<file path="config.mk">
export PLATFORM = sky130hd
export DESIGN_NAME = keyed_lru_slot_cache_unit
export DESIGN_NICKNAME = d
export VERILOG_FILES = /design/src/rtl/klsc_pkg.sv /design/src/rtl/keyed_lru_slot_cache_unit.sv
export SDC_FILE = /design/constraint.sdc
export NUM_CORES = 2
export LEC_CHECK = 0
export CAP_MARGIN = 20
export CORE_ASPECT_RATIO = 1.5
export CORE_UTILIZATION = 65
export DETAILED_ROUTE_END_ITERATION = 12
export DONT_BUFFER_PORTS = 1
export PLACE_DENSITY = 0.8
export REMOVE_ABC_BUFFERS = 1
export SLEW_MARGIN = 20
export SYNTH_ARGS = -nofsm -noshare
export SYNTH_HDL_FRONTEND = slang
export SYNTH_SLANG_ARGS = --single-unit
</file>
<file path="constraint.sdc">
create_clock -name clk_i -period 41.6 [get_ports clk_i]
set_input_delay 8.32 -clock clk_i [delete_from_list [all_inputs] [get_ports clk_i]]
set_output_delay 8.32 -clock clk_i [all_outputs]
set_load 0.01 [all_outputs]
</file>
<file path="src/rtl/klsc_pkg.sv">
// package with payload types and constants of the slot cache
package klsc_pkg;

  localparam int unsigned KEY_W      = 64;
  localparam int unsigned HANDLE_W   = 32;
  localparam int unsigned IDX_W      = 3;
  localparam int unsigned STAMP_W    = 32;
  localparam int unsigned KB_W       = 4;
  localparam int unsigned DEF_SLOTS  = 8;
  localparam int unsigned DEF_KEY_BITS    = 64;
  localparam int unsigned DEF_HANDLE_BITS = 32;

  localparam logic [KB_W-1:0]    KEY_BYTES_RESET = KB_W'(8);
  localparam logic [STAMP_W-1:0] STAMP_MAX       = '1;

  localparam logic OP_LOOKUP = 1'b0;
  localparam logic OP_INSERT = 1'b1;

  typedef struct packed {
    logic                op;
    logic [KEY_W-1:0]    search_key;
    logic [HANDLE_W-1:0] plan_handle;
    logic [HANDLE_W-1:0] spline_handle;
    logic [HANDLE_W-1:0] accel_handle;
  } klsc_in_t;

  typedef struct packed {
    logic                hit;
    logic [IDX_W-1:0]    slot_index;
    logic [HANDLE_W-1:0] plan_out_handle;
    logic [HANDLE_W-1:0] spline_out_handle;
    logic [HANDLE_W-1:0] accel_out_handle;
  } klsc_out_t;

endpackage

</file>
<file path="src/rtl/keyed_lru_slot_cache_unit.sv">
// top level of the keyed lru slot cache with its scanning sequencer
//
//  channel  | signals                          | direction
//  ---------+----------------------------------+----------
//  in       | in_valid_i, in_ready_o, in_i     | item in
//  out      | out_valid_o, out_ready_i, out_o  | item out
//  cfg      | cfg_valid_i, cfg_ready_o, cfg_data_i | key_bytes write
//
//  slots are scanned one at a time over a single key/stamp compare path:
//  each slot visited takes a memory read step and a compare step, and the
//  item ends with a write step and an output step; at most SLOTS slots are
//  visited. a lookup miss skips the write step.
//  reset clears valid bits, use clock and key_bytes (8); no clearing pass.
//  a result waiting on out_ready_i holds only the output step; the next
//  item is taken as soon as the result is registered.
module keyed_lru_slot_cache_unit #(
  parameter int unsigned SLOTS       = klsc_pkg::DEF_SLOTS,
  parameter int unsigned KEY_BITS    = klsc_pkg::DEF_KEY_BITS,
  parameter int unsigned HANDLE_BITS = klsc_pkg::DEF_HANDLE_BITS
) (
  input  logic                     clk_i,
  input  logic                     rst_ni,
  input  logic                     in_valid_i,
  output logic                     in_ready_o,
  input  klsc_pkg::klsc_in_t       in_i,
  output logic                     out_valid_o,
  input  logic                     out_ready_i,
  output klsc_pkg::klsc_out_t      out_o,
  input  logic                     cfg_valid_i,
  output logic                     cfg_ready_o,
  input  logic [klsc_pkg::KB_W-1:0] cfg_data_i
);
  import klsc_pkg::*;

  localparam int unsigned IW        = (SLOTS > 1) ? $clog2(SLOTS) : 1;
  localparam int unsigned MAX_BYTES = KEY_BITS / 8;

  typedef enum logic [4:0] {
    S_IDLE   = 5'b00001,
    S_READ   = 5'b00010,
    S_CHECK  = 5'b00100,
    S_WRITE  = 5'b01000,
    S_FINISH = 5'b10000
  } state_e;

  state_e               state_q, state_d;
  logic [SLOTS-1:0]     valid_q, valid_d;
  logic [STAMP_W-1:0]   clock_q, clock_d;
  logic [KB_W-1:0]      key_bytes_q, key_bytes_d;
  logic                 out_valid_q, out_valid_d;
  logic [IW-1:0]        scan_q, scan_d;
  logic [IW-1:0]        best_q, best_d;
  logic [IW-1:0]        target_q, target_d;
  logic [STAMP_W-1:0]   best_stamp_q, best_stamp_d;
  klsc_in_t             req_q, req_d;
  klsc_out_t            res_q, res_d;
  klsc_out_t            out_q, out_d;

  logic [KEY_BITS-1:0]    key_mem   [SLOTS];
  logic [STAMP_W-1:0]     stamp_mem [SLOTS];
  logic [HANDLE_BITS-1:0] plan_mem  [SLOTS];
  logic [HANDLE_BITS-1:0] spline_mem[SLOTS];
  logic [HANDLE_BITS-1:0] accel_mem [SLOTS];

  logic [KEY_BITS-1:0]    rd_key_q;
  logic [STAMP_W-1:0]     rd_stamp_q;
  logic [HANDLE_BITS-1:0] rd_plan_q, rd_spline_q, rd_accel_q;

  logic [KB_W-1:0]      kb_eff;
  logic [KEY_W-1:0]     key_mask;
  logic [KEY_W-1:0]     req_key_m;
  logic                 key_eq;
  logic                 stamp_lt;
  logic                 last_slot;
  logic [STAMP_W-1:0]   clock_inc;
  logic                 stamp_we;
  logic                 entry_we;

  // effective key width, clamped to one byte and to the key storage
  always_comb begin
    if (key_bytes_q == '0) begin
      kb_eff = KB_W'(1);
    end else if (key_bytes_q > KB_W'(MAX_BYTES)) begin
      kb_eff = KB_W'(MAX_BYTES);
    end else begin
      kb_eff = key_bytes_q;
    end
    for (int j = 0; j < KEY_W; j++) begin
      key_mask[j] = KB_W'(j / 8) < kb_eff;
    end
  end

  assign req_key_m = req_q.search_key & key_mask;
  assign key_eq    = (KEY_W'(rd_key_q) & key_mask) == req_key_m;
  assign stamp_lt  = rd_stamp_q < best_stamp_q;
  assign last_slot = scan_q == IW'(SLOTS - 1);
  assign clock_inc = (clock_q == STAMP_MAX) ? clock_q : clock_q + STAMP_W'(1);

  always_comb begin
    state_d      = state_q;
    valid_d      = valid_q;
    clock_d      = clock_q;
    key_bytes_d  = key_bytes_q;
    out_valid_d  = out_valid_q;
    scan_d       = scan_q;
    best_d       = best_q;
    target_d     = target_q;
    best_stamp_d = best_stamp_q;
    req_d        = req_q;
    res_d        = res_q;
    out_d        = out_q;
    stamp_we     = 1'b0;
    entry_we     = 1'b0;

    if (cfg_valid_i) begin
      key_bytes_d = cfg_data_i;
    end
    if (out_valid_q && out_ready_i) begin
      out_valid_d = 1'b0;
    end

    case (state_q)
      S_IDLE: begin
        if (in_valid_i) begin
          req_d   = in_i;
          scan_d  = '0;
          state_d = S_READ;
        end
      end
      S_READ: begin
        state_d = S_CHECK;
      end
      S_CHECK: begin
        if (req_q.op == OP_LOOKUP) begin
          if (valid_q[scan_q] && key_eq) begin
            target_d = scan_q;
            state_d  = S_WRITE;
          end else if (last_slot) begin
            res_d   = '0;
            state_d = S_FINISH;
          end else begin
            scan_d  = scan_q + IW'(1);
            state_d = S_READ;
          end
        end else begin
          if (!valid_q[scan_q]) begin
            target_d = scan_q;
            state_d  = S_WRITE;
          end else begin
            if (scan_q == '0 || stamp_lt) begin
              best_d       = scan_q;
              best_stamp_d = rd_stamp_q;
            end
            if (last_slot) begin
              target_d = (scan_q == '0 || stamp_lt) ? scan_q : best_q;
              state_d  = S_WRITE;
            end else begin
              scan_d  = scan_q + IW'(1);
              state_d = S_READ;
            end
          end
        end
      end
      S_WRITE: begin
        clock_d          = clock_inc;
        stamp_we         = 1'b1;
        res_d            = '0;
        res_d.slot_index = IDX_W'(target_q);
        if (req_q.op == OP_LOOKUP) begin
          res_d.hit               = 1'b1;
          res_d.plan_out_handle   = HANDLE_W'(rd_plan_q);
          res_d.spline_out_handle = HANDLE_W'(rd_spline_q);
          res_d.accel_out_handle  = HANDLE_W'(rd_accel_q);
        end else begin
          entry_we          = 1'b1;
          valid_d[target_q] = 1'b1;
        end
        state_d = S_FINISH;
      end
      S_FINISH: begin
        if (!out_valid_q || out_ready_i) begin
          out_d       = res_q;
          out_valid_d = 1'b1;
          state_d     = S_IDLE;
        end
      end
      default: begin
        state_d = S_IDLE;
      end
    endcase
  end

  always_ff @(posedge clk_i or negedge rst_ni) begin
    if (!rst_ni) begin
      state_q     <= S_IDLE;
      valid_q     <= '0;
      clock_q     <= '0;
      key_bytes_q <= KEY_BYTES_RESET;
      out_valid_q <= 1'b0;
      scan_q      <= '0;
    end else begin
      state_q     <= state_d;
      valid_q     <= valid_d;
      clock_q     <= clock_d;
      key_bytes_q <= key_bytes_d;
      out_valid_q <= out_valid_d;
      scan_q      <= scan_d;
    end
  end

  always_ff @(posedge clk_i) begin
    best_q       <= best_d;
    target_q     <= target_d;
    best_stamp_q <= best_stamp_d;
    req_q        <= req_d;
    res_q        <= res_d;
    out_q        <= out_d;
  end

  // slot storage, one write and one registered read per cycle
  always_ff @(posedge clk_i) begin
    if (stamp_we) begin
      stamp_mem[target_q] <= clock_inc;
    end
    if (entry_we) begin
      key_mem[target_q]    <= KEY_BITS'(req_key_m);
      plan_mem[target_q]   <= HANDLE_BITS'(req_q.plan_handle);
      spline_mem[target_q] <= HANDLE_BITS'(req_q.spline_handle);
      accel_mem[target_q]  <= HANDLE_BITS'(req_q.accel_handle);
    end
    rd_key_q    <= key_mem[scan_q];
    rd_stamp_q  <= stamp_mem[scan_q];
    rd_plan_q   <= plan_mem[scan_q];
    rd_spline_q <= spline_mem[scan_q];
    rd_accel_q  <= accel_mem[scan_q];
  end

  assign in_ready_o  = state_q == S_IDLE;
  assign out_valid_o = out_valid_q;
  assign out_o       = out_q;
  assign cfg_ready_o = 1'b1;

endmodule

</file>
### Yosys cells after proc, flatten, opt, wreduce, memory -nomap -nowiden

Memory sizes are Yosys's and may differ from the RTL's. A register that Yosys moved wholly into a read port is not among the register bits.
Cells that the tools add are included.

| cells by class | value |
|---|---|
| $add $sub $neg | 2 |
| multipliers | 0 |
| div/mod/pow operators | 0 |
| $lt $le $gt $ge | 13 |
| equal/unequal tests | 16 |
| shifts and indexed selects | 0 |
| mux-type cells | 42 |
| bitwise gates (word level) | 3 |
| reductions and logical operators | 20 |

Operators with widths:

| cell | count |
|---|---|
| two-way mux 100 bit | 3 |
| case mux 100 bit (2 select lines) | 1 |
| AND 64 bit | 2 |
| two-way mux 96 bit | 1 |
| == test 64 bit | 1 |
| adder 32 x 1 -> 32 bit, second input constant | 1 |
| == test 32 bit, second input constant | 1 |
| less-than comparator 32 bit | 1 |
| two-way mux 32 bit | 1 |
| two-way mux 3 bit | 10 |
| two-way mux 5 bit | 5 |
| case mux 5 bit (5 select lines) | 1 |
| less-than comparator 3 x 4 -> 1 bit, first input constant | 4 |
| two-way mux 4 bit | 4 |
| two-way mux 1 bit | 13 |
| AND reduction 4 bit | 3 |
| inequality test 2 bit, second input constant | 5 |
| inequality test 3 bit, second input constant | 3 |
| less-than comparator 1 x 4 -> 1 bit, first input constant | 2 |
| less-than comparator 2 x 4 -> 1 bit, first input constant | 2 |
| less-than comparator 3 x 4 -> 1 bit, second input constant | 2 |
| bitwise OR 8 bit | 1 |
| AND reduction 2 bit | 4 |
| case mux 3 bit (2 select lines) | 1 |
| 18 further kinds | 24 |

| word-level totals | value |
|---|---|
| register bits | 452 |
| latch bits | 0 |
| bits in writable memories | 1536 |
| bits in read-only memories | 0 |
| input bits | 170 |
| word-level logic and storage cells | 125 |
| memories | 5 |

Memory list:

| memory | words | bits a word | rd ports | clocked after Yosys merged registers in | write ports | RTL line | RTL |
|---|---|---|---|---|---|---|---|
| key_mem | 8 | 64 | 1 | 1 | 1 | keyed_lru_slot_cache_unit.sv:59 | `logic [KEY_BITS-1:0] key_mem [SLOTS];` |
| accel_mem | 8 | 32 | 1 | 1 | 1 | keyed_lru_slot_cache_unit.sv:63 | `logic [HANDLE_BITS-1:0] accel_mem [SLOTS];` |
| plan_mem | 8 | 32 | 1 | 1 | 1 | keyed_lru_slot_cache_unit.sv:61 | `logic [HANDLE_BITS-1:0] plan_mem [SLOTS];` |
| spline_mem | 8 | 32 | 1 | 1 | 1 | keyed_lru_slot_cache_unit.sv:62 | `logic [HANDLE_BITS-1:0] spline_mem[SLOTS];` |
| stamp_mem | 8 | 32 | 1 | 1 | 1 | keyed_lru_slot_cache_unit.sv:60 | `logic [STAMP_W-1:0] stamp_mem [SLOTS];` |

### Logic depth before layout (Yosys ltp)

| depth | value |
|---|---|
| word-level depth | 10 |
| gate-level depth with buffers | 9 |

### Worst setup path before layout

No wires, ideal clock.

| path | value |
|---|---|
| kind | register to register |
| start | reg state_q[4] |
| end | reg valid_q[0] |
| library setup time | 0.162 ns |
| arrival time | 17.273 ns |
| required time | 41.438 ns |
| slack | 24.166 ns |
| cell stages (with the launch flop) | 5 |
| path buffers | 0 |
| clock period less this slack | 17.434 ns |
| cells stage by stage | dfrtp_1 -> nor3_1 -> nand3b_1 -> nor4_1 -> or2_2 |

| on the way | value |
|---|---|
| word-level cells in the longest chain between the ends | 2 |

Ends and longest elaborated chain:

| what | RTL line | RTL |
|---|---|---|
| start: declaration | keyed_lru_slot_cache_unit.sv:46 | `state_e state_q, state_d;` |
| start signal: assignment | keyed_lru_slot_cache_unit.sv:202 | `state_q <= state_d;` |
| == test 5 x 4 -> 1 bit | keyed_lru_slot_cache_unit.sv:122 | `case (state_q)` |
| AND reduction 2 bit (no line) | n/a |  |
| end signal: assignment | keyed_lru_slot_cache_unit.sv:203 | `valid_q <= valid_d;` |
| end: declaration | keyed_lru_slot_cache_unit.sv:47 | `logic [SLOTS-1:0] valid_q, valid_d;` |

Every way passes these cells.
A chain may end at the register's enable or synchronous reset.

### Final worst setup path

| path | value |
|---|---|
| start | reg state_q[4] |
| end | out in_ready_o |

| on the way | value |
|---|---|
| word-level cells in the longest chain between the ends | 1 |

Ends and longest elaborated chain:

| what | RTL line | RTL |
|---|---|---|
| == test 5 x 1 -> 1 bit | keyed_lru_slot_cache_unit.sv:238 | `assign in_ready_o = state_q == S_IDLE;` |
| end: declaration | keyed_lru_slot_cache_unit.sv:24 | `output logic in_ready_o,` |

Every way passes these cells.

==> flow_summary.json <==
{
  "status": "complete, no violations",
  "drv_cap": 0,
  "start_util": 0.657,
  "p_per_area_mw_per_mm2": 56.7,
  "whs_path_depth": 0,
  "start_kind": "register",
  "place.gp.congestion": 0.751,
  "fin_tns_setup_ns": 0,
  "globalRouteOverflowTotal": 0,
  "num_vias": 36900,
  "cts_buffers": 186,
  "num_rows": 156,
  "hold_path.class": "register to register",
  "h-tree-depth": 4,
  "synth_seq_cells": 2180,
  "synth_area_mm2": 0.0792,
  "timing.rr.start": "scan_q[2]$_DFFE_PN0P_",
  "n_fill_cell": 6528,
  "first_pass_iters": 6,
  "cp.arrival_ns": 1.93,
  "insertion_delay_ns": 0.82,
  "post_synth.cell_area_avg_um2": 20.1,
  "synth_cell_types": 71,
  "slew_violations": 0,
  "wl_mm": 164,
  "ios": 273,
  "syn_to_final_growth_pct": 10.7,
  "drt-initial-drc-count": 3528,
  "dpl-instance-area_mm2": 0.0812,
  "hp-start": "res_q[76]$_SDFFCE_PP0P_",
  "antenna_found_initial": 5,
  "path_max_fanout": 5,
  "critical_path_class": "register to primary output",
  "rsz0062_at_grt": "no",
  "vdd_ir_drop_max_mv": 0.0500,
  "fin_crit_ns": 10.25,
  "hold_violations": 0,
  "synthCells": 3938,
  "cts_root_buf": "clkbuf_16",
  "synth_edf_count": 1935,
  "clk_pin_slew_worst_paths_ns": 0.07,
  "detail-route-antenna-nets": 0,
  "die_w_um": 287,
  "fmax_mhz": 97.6,
  "cts-resized-gates": 0,
  "via_per_inst": 6.40,
  "rr_endpoint": "res_q[28]$_SDFFCE_PP0P_",
  "skew_ns": 0.0308,
  "grt_pass1_vias": 38700,
  "port_buffers": 0,
  "ff2ff_setup_slack_ns": 36.30,
  "setup_violations": 0,
  "drc": 0,
  "cts_setup_buffers": 0,
  "relSlewSlack": 0.219,
  "yosysWarnings": 0,
  "die_y_um": 430,
  "grt_max_degree": 150,
  "reg2reg_depth": 7,
  "fin_crit_sh": 0.246,
  "grt_first_pass_wirelength_mm": 243,
  "yosysSeqAreaShare": 0.799,
  "min_to": "out_o[76]$_DFFE_PP_",
  "clock-sinks": 2180,
  "core_area_mm2": 0.121,
  "drive_gt1_frac": 0.198,
  "nets": 4221,
  "track_usage": 0.273,
  "hpwl_mm": 81.9,
  "leakage_nw": 29.2,
  "cts_buffer_depth": 3,
  "final_cell_area_mm2": 0.0877,
  "cts_tree": "built",
  "tightest_slew_ns": 1.17,
  "worstPathRequired_ns": 33.28,
  "wl_per_cell_um": 28.5,
  "hold_buffers": 0,
  "synth_flop_cell": "edfxtp_1",
  "end_kind": "primary output",
  "dieArea_mm2": 0.123,
  "synthArstFlopShare": 0.0243
}
cells in the mapped netlist, types with 3 or more instances:
cell type,number,area share
buf_1,12,0.00057
o211ai_1,3,0.00028
nor4_1,18,0.0014
nor3_1,21,0.0013
inv_1,41,0.0019
nor3_2,4,0.00051
buf_2,45,0.0028
and2_1,10,0.00079
xnor2_1,46,0.0051
dfxtp_1,192,0.049
nand2_1,615,0.029
nand3b_1,4,0.00038
o21a_1,3,0.00028
a21oi_1,15,0.00095
and3_1,99,0.0078
ha_1,35,0.0055
edfxtp_1,1935,0.73
clkbuf_1,115,0.0054
a211oi_2,3,0.00047
or2_2,8,0.00063
xor2_1,76,0.0084
mux4_2,386,0.11
a21o_1,14,0.0013
mux2_2,9,0.0013
nand4_1,17,0.0013
o21ai_0,3,0.00019
nor2_1,40,0.0019
nand3_1,11,0.00070
nor2b_1,48,0.0038
dfrtp_1,51,0.016
nand2b_1,6,0.00047
sequential cells by signal (all words and copies together), names as in the netlist, 32 cells and up:
| signal | flops |
|---|---|
| clock_q | 32 |
| stamp_mem | 256 |
| rd_accel_q | 32 |
| spline_mem | 256 |
| rd_key_q | 64 |
| rd_plan_q | 32 |
| accel_mem | 256 |
| out_o | 100 |
| req_q | 161 |
| best_stamp_q | 32 |
| plan_mem | 256 |
| rd_spline_q | 32 |
| key_mem | 512 |
| res_q | 100 |
| rd_stamp_q | 32 |
worst max path at each step:
| stage | startpoint | endpoint | slack [ns] | depth (start not counted) |
|---|---|---|---|---|
| after floorplan | scan_q[0]$_DFFE_PN0P_ | res_q[0]$_SDFFCE_PP0P_ | 22.75 | 6 |
| final | state_q[4]$_DFFE_PN0P_ | in_ready_o | 31.35 | 2 |
| after global routing | state_q[4]$_DFFE_PN0P_ | in_ready_o | 31.27 | 2 |
| after CTS | state_q[4]$_DFFE_PN0P_ | in_ready_o | 31.29 | 2 |
| after detailed placement | in_valid_i | req_q[56]$_DFFE_PP_ | 30.65 | 2 |
| after global placement | in_valid_i | req_q[56]$_DFFE_PP_ | 30.77 | 2 |
cells by family (layout without fill, tap and decap cells):
logic type,after synthesis,count (layout),share of synthesized area
flip-flops,2180,2180,0.799
AND/OR/NAND/NOR,926,926,0.0536
multiplexers,397,397,0.111
buffers and inverters,215,458,0.0109
XOR/XNOR,123,123,0.0137
AO/OA/AOI/OAI,61,61,0.00605
adder cells (fa/ha/maj),35,35,0.00553
other,1,2,0.0000473
worst max-delay path: stages (launching register included):
cell     delay, ns
dfrtp_1       0.43
nor4_1        0.39
and2_1        0.30
report_power, final:
| group | switching [mW] | internal, mW | total, mW |
|---|---|---|---|
| sequential | 0.110 | 2.56 | 2.67 |
| clock | 0.783 | 1.04 | 1.83 |
| combinational | 0.248 | 0.233 | 0.481 |
through the flow:
stage	instances	power [mW]	hold slack [ns]	setup slack, ns	utilization
2_1_floorplan	3765	3.26	0.400	22.75	-
3_3_place_gp	5407	3.16	0.400	30.77	0.673
3_5_place_dp	5407	3.18	0.405	30.65	0.673
4_1_cts	5760	5.00	0.416	31.29	0.727
5_1_grt	5762	5.13	0.409	31.27	0.727
6_report	5762	4.98	0.411	31.35	0.727
cells in the final DEF, fill, tap and decap left out, types with 26 or more instances in the layout:
master	netlist	routed
clkinv_1	0	26
buf_4	1	53
clkbuf_16	0	190
xor2_1	76	76
edfxtp_1	1935	1935
nand2_1	615	614
mux4_2	386	386
bufinv_16	0	30
nor2b_1	48	47
inv_1	41	40
xnor2_1	46	46
dfxtp_1	192	192
dfrtp_1	51	48
nor2_1	40	34
ha_1	35	35
clkinv_2	0	41
and3_1	99	98
per-layer routing:
metal / wire [µm] / vias to the layer above / global-route usage / share of wire
met5: 20 / - / 0 / 0.00012
met4: 5300 / 2 / 0.102 / 0.032
met3: 12000 / 353 / 0.0460 / 0.073
met2: 87600 / 1871 / 0.476 / 0.53
met1: 59400 / 19200 / 0.346 / 0.36
li1: - / 15500 / - / -
layout make-up:
class	count	area, µm²	share of cell area
Clock inverter	132	1580	0.0180
Tap cell	1580	1980	0.0225
Timing Repair Buffer	63	588	0.00670
Clock buffer	221	4940	0.0563
Inverter	42	166	0.00190
Multi-Input combinational cell	1543	15200	0.173
Antenna cell	1	2.50	0.0000285
Sequential cell	2180	63300	0.722
No activity file was read; power rests on OpenSTA's default activity.
